## src/rtl/core/chf_pkg.sv

```systemverilog
package chf_pkg;
  localparam int AtanLen = 24;
  localparam logic [1:0] KIND_SAMPLE = 2'd0;
  localparam logic [1:0] KIND_START  = 2'd1;
  localparam logic [1:0] KIND_FINISH = 2'd2;
  localparam logic [1:0] REG_READY    = 2'd0;
  localparam logic [1:0] REG_INTERVAL = 2'd1;
  localparam logic [1:0] REG_ALPHA    = 2'd2;

  typedef struct packed {
    logic [1:0]         kind;
    logic [31:0]        now_ms;
    logic signed [15:0] raw_x;
    logic signed [15:0] raw_y;
    logic               read_ok;
  } in_word_t;

  typedef struct packed {
    logic [15:0] heading;
    logic        heading_valid;
    logic        updated;
    logic        calibrating;
  } out_word_t;

  typedef struct packed {
    logic [1:0]  index;
    logic [15:0] data;
  } cfg_word_t;

  function automatic logic [31:0] atan_entry(input logic [4:0] i);
    logic [31:0] r;
    begin
      case (i)
        5'd0: r = 32'h20000000;  5'd1: r = 32'h12E4051E;
        5'd2: r = 32'h09FB385B;  5'd3: r = 32'h051111D4;
        5'd4: r = 32'h028B0D43;  5'd5: r = 32'h0145D7E1;
        5'd6: r = 32'h00A2F61E;  5'd7: r = 32'h00517C55;
        5'd8: r = 32'h0028BE53;  5'd9: r = 32'h00145F2F;
        5'd10: r = 32'h000A2F98; 5'd11: r = 32'h000517CC;
        5'd12: r = 32'h00028BE6; 5'd13: r = 32'h000145F3;
        5'd14: r = 32'h0000A2FA; 5'd15: r = 32'h0000517D;
        5'd16: r = 32'h000028BE; 5'd17: r = 32'h0000145F;
        5'd18: r = 32'h00000A30; 5'd19: r = 32'h00000518;
        5'd20: r = 32'h0000028C; 5'd21: r = 32'h00000146;
        5'd22: r = 32'h000000A3; 5'd23: r = 32'h00000051;
        default: r = 32'h0;
      endcase
      return r;
    end
  endfunction
endpackage

```

## src/rtl/core/chf_stream_if.sv

```systemverilog
interface chf_stream_if #(parameter int W = 8);
  logic         valid;
  logic         ready;
  logic [W-1:0] data;
  modport source(output valid, output data, input ready);
  modport sink(input valid, input data, output ready);
endinterface

```

## src/rtl/core/chf_cordic.sv

```systemverilog
// Vectoring CORDIC, one micro-rotation per cycle. Inputs are scaled by 2^16
// before the iterations and the shifts are arithmetic, so every shift floors.
module chf_cordic #(
  parameter int STEPS = 16
) (
  input  logic               clk,
  input  logic               rst,
  input  logic               start,
  input  logic signed [17:0] x_in,
  input  logic signed [17:0] y_in,
  output logic               done,
  output logic [15:0]        angle
);
  import chf_pkg::*;
  localparam int N = (STEPS > AtanLen) ? AtanLen : STEPS;
  localparam int XW = 18 + 16 + 2;

  logic signed [XW-1:0] cx, cy;
  logic [31:0] z;
  logic [4:0] i;
  logic busy;
  logic signed [XW-1:0] dx, dy;

  assign dx = cy >>> i;
  assign dy = cx >>> i;
  assign angle = 16'((z + 32'h8000) >> 16);

  always_ff @(posedge clk) begin
    done <= 1'b0;
    if (rst) begin
      busy <= 1'b0;
    end else if (start) begin
      i <= '0;
      if (x_in == 0 || y_in == 0) begin
        busy <= 1'b0;
        done <= 1'b1;
        if (y_in == 0)
          z <= (x_in < 0) ? 32'h80000000 : 32'h0;
        else
          z <= (y_in > 0) ? 32'h40000000 : 32'hC0000000;
      end else begin
        busy <= 1'b1;
        if (x_in < 0) begin
          cx <= -({{(XW-18){x_in[17]}}, x_in} <<< 16);
          cy <= -({{(XW-18){y_in[17]}}, y_in} <<< 16);
          z  <= 32'h80000000;
        end else begin
          cx <= {{(XW-18){x_in[17]}}, x_in} <<< 16;
          cy <= {{(XW-18){y_in[17]}}, y_in} <<< 16;
          z  <= 32'h0;
        end
      end
    end else if (busy) begin
      if (!cy[XW-1]) begin
        cx <= cx + dx; cy <= cy - dy; z <= z + atan_entry(i);
      end else begin
        cx <= cx - dx; cy <= cy + dy; z <= z - atan_entry(i);
      end
      i <= i + 5'd1;
      if (32'(i) == N - 1) begin
        busy <= 1'b0;
        done <= 1'b1;
      end
    end
  end
endmodule

```

## src/rtl/core/compass_heading_filter_core.sv

```systemverilog
// Compass heading filter. One input word gives one output word. Commands,
// ignored samples and failed reads go from S_DECIDE straight to S_OUT; a kept
// sample runs the CORDIC (steps capped at 24; a centered vector on an axis or
// at zero skips the micro-rotations), one CORDIC micro-rotation per cycle, then
// a bit-serial shift-add multiply of the angle error by alpha.
// Config writes are accepted at any time and must be made while idle.
module compass_heading_filter_core #(
  parameter int CORDIC_STEPS = 16
) (
  input logic clk,
  input logic rst,
  chf_stream_if.sink   in_ch,
  chf_stream_if.source out_ch,
  chf_stream_if.sink   cfg_ch
);
  import chf_pkg::*;

  typedef enum logic [5:0] {
    S_IDLE = 6'b000001, S_DECIDE = 6'b000010, S_CORDIC = 6'b000100,
    S_MUL = 6'b001000, S_ADD = 6'b010000, S_OUT = 6'b100000
  } state_t;
  state_t state;

  in_word_t  iw;
  out_word_t ow;
  cfg_word_t cw;
  assign iw = in_word_t'(in_ch.data);
  assign cw = cfg_word_t'(cfg_ch.data);
  assign out_ch.data = $bits(out_ch.data)'(ow);

  logic sensor_ready;
  logic [15:0] update_interval_ms, filter_alpha;
  logic [31:0] last_accept_ms, filtered_angle;
  logic cal_active, read_good;
  logic signed [15:0] min_x, max_x, min_y, max_y;
  in_word_t cur;
  logic upd;

  logic c_start, c_done;
  logic signed [17:0] cxv, cyv;
  logic [15:0] c_angle;
  logic signed [15:0] nminx, nmaxx, nminy, nmaxy;

  logic signed [48:0] acc;
  logic signed [32:0] delta;
  logic [15:0] mul_a;
  logic [4:0] mcnt;

  chf_cordic #(.STEPS(CORDIC_STEPS)) u_cordic (
    .clk(clk), .rst(rst), .start(c_start), .x_in(cxv), .y_in(cyv),
    .done(c_done), .angle(c_angle)
  );

  assign in_ch.ready = (state == S_IDLE);
  assign cfg_ch.ready = 1'b1;
  assign out_ch.valid = (state == S_OUT);

  always_comb begin
    nminx = min_x; nmaxx = max_x; nminy = min_y; nmaxy = max_y;
    if (cal_active) begin
      if (cur.raw_x < min_x) nminx = cur.raw_x;
      if (cur.raw_x > max_x) nmaxx = cur.raw_x;
      if (cur.raw_y < min_y) nminy = cur.raw_y;
      if (cur.raw_y > max_y) nmaxy = cur.raw_y;
    end
    cxv = 18'(2 * 18'(cur.raw_x)) - (18'(nmaxx) + 18'(nminx));
    cyv = 18'(2 * 18'(cur.raw_y)) - (18'(nmaxy) + 18'(nminy));
  end

  always_ff @(posedge clk) begin
    c_start <= 1'b0;
    if (rst) begin
      state <= S_IDLE;
      sensor_ready <= 1'b0;
      update_interval_ms <= 16'd100;
      filter_alpha <= 16'd9830;
      last_accept_ms <= '0;
      cal_active <= 1'b0;
      min_x <= 16'sd32767; max_x <= -16'sd32768;
      min_y <= 16'sd32767; max_y <= -16'sd32768;
      filtered_angle <= '0;
      read_good <= 1'b0;
    end else begin
      if (cfg_ch.valid) begin
        unique case (cw.index)
          REG_READY:    sensor_ready <= cw.data[0];
          REG_INTERVAL: update_interval_ms <= cw.data;
          REG_ALPHA:    filter_alpha <= cw.data;
          default: ;
        endcase
      end
      unique case (state)
        S_IDLE: if (in_ch.valid) begin
          cur <= iw;
          state <= S_DECIDE;
        end
        S_DECIDE: begin
          upd <= 1'b0;
          state <= S_OUT;
          unique case (cur.kind)
            KIND_SAMPLE:
              if (sensor_ready &&
                  (cur.now_ms - last_accept_ms) >= {16'd0, update_interval_ms}) begin
                last_accept_ms <= cur.now_ms;
                read_good <= cur.read_ok;
                if (cur.read_ok) begin
                  min_x <= nminx; max_x <= nmaxx; min_y <= nminy; max_y <= nmaxy;
                  c_start <= 1'b1;
                  upd <= 1'b1;
                  state <= S_CORDIC;
                end
              end
            KIND_START: begin
              cal_active <= 1'b1;
              min_x <= 16'sd32767; max_x <= -16'sd32768;
              min_y <= 16'sd32767; max_y <= -16'sd32768;
            end
            KIND_FINISH: cal_active <= 1'b0;
            default: ;
          endcase
        end
        S_CORDIC: if (c_done) begin
          delta <= 33'(signed'({c_angle, 16'd0} - filtered_angle));
          mul_a <= filter_alpha;
          acc <= 49'sd32768;
          mcnt <= '0;
          state <= S_MUL;
        end
        S_MUL: begin
          if (mul_a[0]) acc <= acc + (49'(delta) <<< mcnt);
          mul_a <= mul_a >> 1;
          mcnt <= mcnt + 5'd1;
          if (mcnt == 5'd15) state <= S_ADD;
        end
        S_ADD: begin
          filtered_angle <= filtered_angle + 32'(acc >>> 16);
          state <= S_OUT;
        end
        S_OUT: if (out_ch.ready) state <= S_IDLE;
        default: state <= S_IDLE;
      endcase
    end
  end

  assign ow.heading = 16'((filtered_angle + 32'h8000) >> 16);
  assign ow.heading_valid = sensor_ready & read_good;
  assign ow.updated = upd;
  assign ow.calibrating = cal_active;
endmodule

```

## src/flat_wrapper.sv

```systemverilog
// flat-port wrapper written by rule: the top's interface ports become plain ports
module compass_heading_filter_core_flat import chf_pkg::*;
#(
  parameter int CORDIC_STEPS = 16
)
  (clk, rst, in_ch_valid, in_ch_data, in_ch_ready, out_ch_valid, out_ch_data, out_ch_ready, cfg_ch_valid, cfg_ch_data, cfg_ch_ready);
  chf_stream_if #(.W($bits(in_word_t))) in_ch_i ();
  chf_stream_if #(.W($bits(out_word_t))) out_ch_i ();
  chf_stream_if #(.W($bits(cfg_word_t))) cfg_ch_i ();
  input logic clk;
  input logic rst;
  input wire logic [$bits(in_ch_i.valid)-1:0] in_ch_valid;
  input wire logic [$bits(in_ch_i.data)-1:0] in_ch_data;
  output wire logic [$bits(in_ch_i.ready)-1:0] in_ch_ready;
  output wire logic [$bits(out_ch_i.valid)-1:0] out_ch_valid;
  output wire logic [$bits(out_ch_i.data)-1:0] out_ch_data;
  input wire logic [$bits(out_ch_i.ready)-1:0] out_ch_ready;
  input wire logic [$bits(cfg_ch_i.valid)-1:0] cfg_ch_valid;
  input wire logic [$bits(cfg_ch_i.data)-1:0] cfg_ch_data;
  output wire logic [$bits(cfg_ch_i.ready)-1:0] cfg_ch_ready;
  assign in_ch_i.valid = in_ch_valid;
  assign in_ch_i.data = in_ch_data;
  assign in_ch_ready = in_ch_i.ready;
  assign out_ch_valid = out_ch_i.valid;
  assign out_ch_data = out_ch_i.data;
  assign out_ch_i.ready = out_ch_ready;
  assign cfg_ch_i.valid = cfg_ch_valid;
  assign cfg_ch_i.data = cfg_ch_data;
  assign cfg_ch_ready = cfg_ch_i.ready;
  compass_heading_filter_core #(.CORDIC_STEPS(CORDIC_STEPS)) u_core (.clk(clk), .rst(rst), .in_ch(in_ch_i), .out_ch(out_ch_i), .cfg_ch(cfg_ch_i));
endmodule
```

## config.mk

```make
export PLATFORM = sky130hd
export DESIGN_NAME = compass_heading_filter_core_flat
export DESIGN_NICKNAME = d
export VERILOG_FILES = /design/src/rtl/core/chf_pkg.sv /design/src/rtl/core/chf_stream_if.sv /design/src/rtl/core/chf_cordic.sv /design/src/rtl/core/compass_heading_filter_core.sv /design/src/flat_wrapper.sv
export SDC_FILE = /design/constraint.sdc
export NUM_CORES = 2
export LEC_CHECK = 0
export ABC_AREA = 1
export BUFFER_PORTS_ARGS = -buffer_cell sky130_fd_sc_hd__buf_2
export CORE_MARGIN = 2
export CORE_UTILIZATION = 50
export DETAILED_ROUTE_END_ITERATION = 10
export PLACE_DENSITY = 0.8
export SLEW_MARGIN = 30
export SYNTH_ARGS = -nofsm -noshare
export SYNTH_HDL_FRONTEND = slang
export SYNTH_HIERARCHICAL = 1
export SYNTH_SLANG_ARGS = --single-unit
```

## constraint.sdc

```tcl
create_clock -name clk -period 7.54 [get_ports clk]
set_input_delay 0.377 -clock clk [delete_from_list [all_inputs] [get_ports clk]]
set_output_delay 0.377 -clock clk [all_outputs]
set_load 0.02 [all_outputs]
```

# ---- Yosys cells after proc, flatten, opt, wreduce, memory -nomap -nowiden
# Memories as Yosys holds them, arrays and structs flattened. A register that Yosys moved wholly into a read port is not among the register bits.
# Cells that the tools add are included.
# W data, S select, Z words.
dict set report totals {
  rom_bits 1920
  mem_count 2
  regBits 451
}
dict set report classes {
  n_lt_le_gt_ge 7
  muxes 77
  shifts 3
  reduce_logical 25
  addsub 20
  eq_ne 20
  bitwise_logic 3
}
# name words width read_ports rd_clocked_by_memory_dff write_ports line_no
set memory_table {}
lappend memory_table {{(name not given)} 32 30 1 1 0 chf_pkg.sv:33} ;# case (i)
lappend memory_table {{(name not given)} 32 30 1 1 0 chf_pkg.sv:33}
# operator count
set op_table {}
lappend op_table {{$mux W32} 15}
lappend op_table {{$mux W36} 10}
lappend op_table {{$mux W16} 17}
lappend op_table {{$pmux W16 S2} 5}
lappend op_table {{$mux W49} 2}
lappend op_table {{$pmux W49 S2} 1}
lappend op_table {{$sub A32 B32 Y32} 3}
lappend op_table {{$add A36 B36 Y36} 2}
lappend op_table {{$neg A36 Y36} 2}
lappend op_table {{$sshr A36 B5 Y36} 2}
lappend op_table {{$sub A36 B36 Y36} 2}
lappend op_table {{$add A32 B16 Y32 const B} 2}
lappend op_table {{$add A32 B32 Y32} 2}
lappend op_table {{$logic_not A32 Y1} 2}
lappend op_table {{$add A49 B49 Y49} 1}
lappend op_table {{$sshl A32 B5 Y49} 1}
lappend op_table {{$mux W6} 7}
lappend op_table {{$pmux W6 S6} 1}
lappend op_table {{$sub A17 B17 Y18} 2}
lappend op_table {{$add A16 B16 Y17} 2}
lappend op_table {{$ge A32 B16 Y1} 1}
lappend op_table {{$gt A16 B16 Y1} 2}
lappend op_table {{$lt A16 B16 Y1} 2}
lappend op_table {{$mux W5} 6}
lappend op_table {{other kinds (27)} 63}

# ---- Longest topological paths before layout
dict set report depth {
  depth_word 10
  mapped_depth 36
  depth_no_buf 35
}

# ---- Cells and area by module
# The synthesis kept the hierarchy.
# module area_per_inst_um2 seq_area_each_um2 n_inst cells_each
set by_module_without_submodules {}
lappend by_module_without_submodules {compass_heading_filter_core 27620.2 8478.1 1 3853}
lappend by_module_without_submodules {chf_cordic 18554.0 3913.8 1 3087}

# ---- Least setup slack after synthesis
# No wires, ideal clock.
dict set report synth_timing {
  path_type {register to register}
  start {register u_core/cur[4] in the netlist's numbering}
  end {register u_core.u_cordic.cx[0] (enable)}
  path_stages_with_launch 30
  arrival_time_ns 7.718
  n_path_buf 1
  slack_ns -0.681
  required_time_ns 7.037
  path_cell_list {edfxtp_1 ha_1 nand2_1 o21ai_0 nand4_1 o211ai_1 nand3_1 nand2_1 nand2_1 nand2_1 buf_2 nand2_1 and2_1 fa_1 ha_1 a21oi_1 o21ai_0 a21oi_1 o21ai_0 a21boi_0 o21ai_0 a21boi_0 nor2_1 o21ai_0 nand3_1 nand2_1 nor2_1 nand3_1 a21oi_1 nor2_1}
}
dict set report synth_via {
  elab_chain_len 9
  elab_cells_between_ends 12
  cone_classes {add/sub: 2; order compare: 2; eq/ne: 1; mux: 4; reduce/logical: 3}
}
# item line_no
set synth_lines {}
lappend synth_lines {{from (decl)} compass_heading_filter_core.sv:36} ;# in_word_t cur;
lappend synth_lines {{from (signal assigned)} compass_heading_filter_core.sv:94} ;# cur <= iw;
lappend synth_lines {{$gt A16 B16 Y1 or $lt A16 B16 Y1 (tied branches)} {compass_heading_filter_core.sv:64, compass_heading_filter_core.sv:63}}
lappend synth_lines {{$mux W16, on equally long branches} {compass_heading_filter_core.sv:64, compass_heading_filter_core.sv:63}}
lappend synth_lines {{$mux W16} compass_heading_filter_core.sv:60} ;# if (cal_active) begin
lappend synth_lines {{$add A16 B16 Y17} compass_heading_filter_core.sv:67} ;# cyv = 18'(2 * 18'(cur.raw_y)) - (18'(nmaxy) + 18'(nminy));
lappend synth_lines {{$sub A17 B17 Y18 (*)} compass_heading_filter_core.sv:67}
lappend synth_lines {{via u_core.cyv[16]} compass_heading_filter_core.sv:40} ;# logic signed [17:0] cxv, cyv;
lappend synth_lines {{$logic_not A32 Y1 (*)} chf_cordic.sv:34} ;# if (x_in == 0 || y_in == 0) begin
lappend synth_lines {{$logic_or A1 B1 Y1 (*)} chf_cordic.sv:34}
lappend synth_lines {{$ne A2 B2 Y1 (no source line) (*)} --}
lappend synth_lines {{$reduce_and A3 Y1 (no source line) (*)} --}
lappend synth_lines {{to (signal assigned)} chf_cordic.sv:44} ;# cx <= -({{(XW-18){x_in[17]}}, x_in} <<< 16);
lappend synth_lines {{to (signal assigned)} chf_cordic.sv:48} ;# cx <= {{(XW-18){x_in[17]}}, x_in} <<< 16;
lappend synth_lines {{to (signal assigned)} chf_cordic.sv:55} ;# cx <= cx + dx; cy <= cy - dy; z <= z + atan_entry(i);
lappend synth_lines {{to (decl)} chf_cordic.sv:18} ;# logic signed [XW-1:0] cx, cy;
# Mark *: on every way through the listed nets, which the timed path passes. The rest lies on a longest branch.
# A chain may end at the register's enable or synchronous reset.

# ---- Final worst setup path
dict set report layout_timing {
  start {register u_core/cur[32] in the netlist's numbering}
  end {register u_core.u_cordic.cx[3] (enable)}
}
dict set report layout_via {
  elab_chain_len 9
  elab_cells_between_ends 12
  cone_classes {add/sub: 2; order compare: 2; eq/ne: 1; mux: 4; reduce/logical: 3}
}
# item line_no
set layout_lines {}
lappend layout_lines {{$gt A16 B16 Y1 or $lt A16 B16 Y1 (tied branches)} {compass_heading_filter_core.sv:62, compass_heading_filter_core.sv:61}}
lappend layout_lines {{$mux W16, on equally long branches} {compass_heading_filter_core.sv:62, compass_heading_filter_core.sv:61}}
lappend layout_lines {{$mux W16} compass_heading_filter_core.sv:60}
lappend layout_lines {{$add A16 B16 Y17 (*)} compass_heading_filter_core.sv:66} ;# cxv = 18'(2 * 18'(cur.raw_x)) - (18'(nmaxx) + 18'(nminx));
lappend layout_lines {{$sub A17 B17 Y18 (*)} compass_heading_filter_core.sv:66}
lappend layout_lines {{via u_core.cxv[14]} compass_heading_filter_core.sv:40}
lappend layout_lines {{$logic_not A32 Y1 (*)} chf_cordic.sv:34}
lappend layout_lines {{$logic_or A1 B1 Y1 (*)} chf_cordic.sv:34}
lappend layout_lines {{$ne A2 B2 Y1 (no source line) (*)} --}
lappend layout_lines {{$reduce_and A3 Y1 (no source line) (*)} --}
# Marked as above.

==> metrics.md <==
| Metric | Value |
|---|---|
| Initial core utilization | 50.45% |
| Worst EP arrival | 7.09 ns |
| Final Worst Setup Slack | 0.7379 ns |
| Buf/Inv on CP | 5 |
| Largest net degree at the start of global routing | 103 |
| Die area | 0.09480 mm² |
| Sequential fraction of the synthesis area | 26.84% |
| Gpl congestion | 1.001 |
| Setup TNS after final layout | 0 ns |
| Met3 WL | 10520 µm |
| Post-DRT Antenna Nets | 0 |
| Root Buffer | clkbuf_16 |
| Worst path slowest cell | a211oi_1 |
| Lkg Pwr | 23.76 nW |
| Post-Syn Area | 0.04617 mm² |
| Crit. End Element | flip-flop |
| Delay-heaviest family, CP | compound AO/OA/AOI/OAI gates |
| Syn Nets | 7434 |
| Die Width | 307.9 µm |
| Primary FF master, synth | edfxtp_1 |
| Commonest non-fill, non-tap cell in the layout | nand2_1 |
| Wl on met1 | 61890 µm |
| Vias in the first global route | 44450 |
| GR Overflow Total | 0 |
| Setup Skew | 0.05314 ns |
| Row cnt | 111 |
| Commonest non-fill, non-tap cells in the layout | nand2_1, inv_1, nand3_1 |
| WL/cell | 17.41 µm |
| Syn avg cell area | 6.653 µm² |
| H-tree level count | 2 |
| Area grow syn2layout | 9.015% |
| Ys Warns | 6 |
| CP Class | flip-flop to flip-flop |
| VDD IR max | 0.2172 mV |
| WL met2 | 65370 µm |
| Via density | 5.761 |
| DP Wirelength | 109400 µm |
| Port Buf Inserts | 110 |
| Total Power | 0.009905 W |
| Number of synthesized flops with an enable pin | 278 |
| Clock transition at path regs | 0.07 ns |
| Worst slew margin | 34.78% |
| Post-CTS Setup Bufs | 0 |
| Post-Route WL | 143400 µm |
| Synth cell types | 66 |
| CTS tree | done |
| Initial antenna violation count | 5 |
| Final hold violation count | 0 |
| Slew @ Worst Pin | 0.9680 ns |
| Post-place setup slack | 0.6638 ns |
| Clk buf depth | 3 |
| Std-Cell Core Area | 0.09152 mm² |
| IO Count | 112 |
| 1st-pass router iterations | 8 |
| Max-Cap Viols | 0 |
| RSZ-0062 raised after global routing | no |
| Max layer used | met4 |
| DR iter-0 viols | 4868 |
| CTS Buf Count | 56 |
| Critical Path RT | 7.82 ns |
| Global Route Usage Sum | 29.57% |
| P per Cell Area | 196.8 mW/mm² |
| Status | finished, final reports clean |
| Startpoint Class | flip-flop |
| First-pass GRT wire length | 228000 µm |
| DR vias | 47440 |
| Worst-Skew Late Latency | 0.67 ns |
| Biggest cell delay along the critical path | 0.49 ns |
| Hold Path Class | input pin to flip-flop |
| CP Max Fanout | 72 |
| Period minus WS final | 6.802 ns |
| Fill cells | 8855 |
| Nets | 7493 |
| Asr flop ratio synth | 0% |
| Drt drc | 0 |
| Layout cells sized above 1 | 5.634% |
| Setup violations, final | 0 |
| Cells after synthesis | 6940 |
| Fmax | 0.1470 GHz |
| Clock Sinks | 480 |
| Final Cycle Share | 90.21% |
| Synth Register Bits | 480 |
| Die Y | 307.9 µm |
| Slew Limit Fails | 0 |
[cell usage after synthesis (13+ instances only)]
cell | instances | area [µm²]
buf_6 | 15 | 168.9
ha_1 | 366 | 4579
nand3b_1 | 14 | 105.1
dfxtp_1 | 202 | 4044
nor2_1 | 548 | 2057
clkbuf_1 | 128 | 480.5
xnor2_1 | 67 | 586.8
fa_1 | 38 | 760.7
xor2_1 | 154 | 1349
and2_1 | 15 | 93.84
edfxtp_1 | 278 | 8348
nor4_1 | 29 | 181.4
a21oi_1 | 591 | 2958
nor3_1 | 95 | 475.5
buf_2 | 50 | 250.2
nand3_2 | 35 | 350.3
nor2_2 | 14 | 87.58
a21o_1 | 22 | 165.2
mux2i_1 | 17 | 170.2
nand3_1 | 684 | 3423
a21boi_0 | 13 | 97.59
o21bai_1 | 23 | 172.7
o21ai_2 | 19 | 166.4
nand2_1 | 1770 | 6644
o21ai_0 | 519 | 2597
o211ai_1 | 39 | 292.8
inv_2 | 16 | 60.06
nand4_1 | 45 | 281.5
a31oi_1 | 52 | 325.3
nand2_2 | 16 | 100.1
buf_1 | 32 | 120.1
inv_1 | 794 | 2980
o22ai_1 | 18 | 112.6
or2_2 | 17 | 106.4
o21ai_1 | 43 | 215.2
o21a_1 | 56 | 420.4
[per-stage QoR]
stage	util, %	std cells	hold WS (ns)	cell area, µm²
6_report	55.00	8234	0.03485	50340
2_1_floorplan	-	6940	0.4289	46180
4_1_cts	54.98	8233	0.007672	50320
3_5_place_dp	51.91	8045	0.4451	47510
3_3_place_gp	51.90	8045	0.4377	47500
5_1_grt	55.00	8233	0.02929	50330
[power breakdown]
| group | switching (W) | internal [W] | total, W |
|---|---|---|---|
| sequential | 0.000131 | 0.00294 | 0.00308 |
| clock | 0.00127 | 0.00171 | 0.00299 |
| combinational | 0.00256 | 0.00128 | 0.00384 |
[cell type report]
class                           instances  area, µm²  area share [%]
Tap cell                             1186       1484           2.948
Antenna cell                            1      2.502        0.004971
Sequential cell                       480      12390           24.62
Multi-Input combinational cell       5406      29660           58.92
Clock buffer                           68       1539           3.057
Inverter                              817       3075           6.110
Timing Repair Buffer                  238       1728           3.433
Clock inverter                         38      452.9          0.8998
[worst min-delay path, stage by stage]
cell and delay, ns:
buf_2 0.14, nor2_1 0.06, nor2_1 0.09
[registers in the layout, indices dropped and copies added, names as in the netlist, 16 cells and up, named ones only]
| signal | flops |
|---|---|
| u_core/acc | 48 |
| u_core/cur | 67 |
| u_core/delta | 32 |
| u_core/filter_alpha | 16 |
| u_core/filtered_angle | 32 |
| u_core/last_accept_ms | 32 |
| u_core/max_x | 16 |
| u_core/max_y | 16 |
| u_core/min_x | 16 |
| u_core/min_y | 16 |
| u_core/mul_a | 16 |
| u_core/u_cordic/cx | 36 |
| u_core/u_cordic/cy | 36 |
| u_core/u_cordic/z | 32 |
| u_core/update_interval_ms | 16 |
[worst paths after layout]
path | end | slack (ns) | from | cells after the start
max | u_core/u_cordic/cx[3]$_SDFFCE_PP0P_ | 0.74 | u_core/cur[32]$_DFFE_PP_ | 27
min | u_core/update_interval_ms[0]$_SDFFE_PP0P_ | 0.03 | cfg_ch_data[0] | 3
max reg2reg | u_core/u_cordic/cx[3]$_SDFFCE_PP0P_ | 0.74 | u_core/cur[32]$_DFFE_PP_ | 27
min reg2reg | u_core/min_x[6]$_SDFFE_PP1P_ | 0.46 | u_core/min_x[6]$_SDFFE_PP1P_ | 2
[repair_timing]
action	4_1_cts	5_1_grt
resized for setup	0	1
setup endpoints to repair	0	72
hold endpoints to repair	87	0
hold buffers	82	0
[cell families after synthesis]
| kind of cell | count (synthesis) | share of synthesized area [%] |
|---|---|---|
| buffers and inverters | 1054 | 9.048 |
| AOI/OAI and AO/OA | 1461 | 17.48 |
| DFF | 480 | 26.84 |
| other | 1 | 0.008121 |
| xor gates and xnor gates | 221 | 4.192 |
| and+or+nand+nor | 3302 | 30.51 |
| adders and majority gates | 404 | 11.57 |
| muxes | 17 | 0.3685 |
[per-layer routing]
layer / GRT usage [%] / vias to the layer above
met3: 3.443 / 303
met4: 11.31 / 0
li1: - / 23460
met2: 49.17 / 1911
met5: 0 / -
met1: 39.28 / 21760
Power figures use the tool's default switching activity.
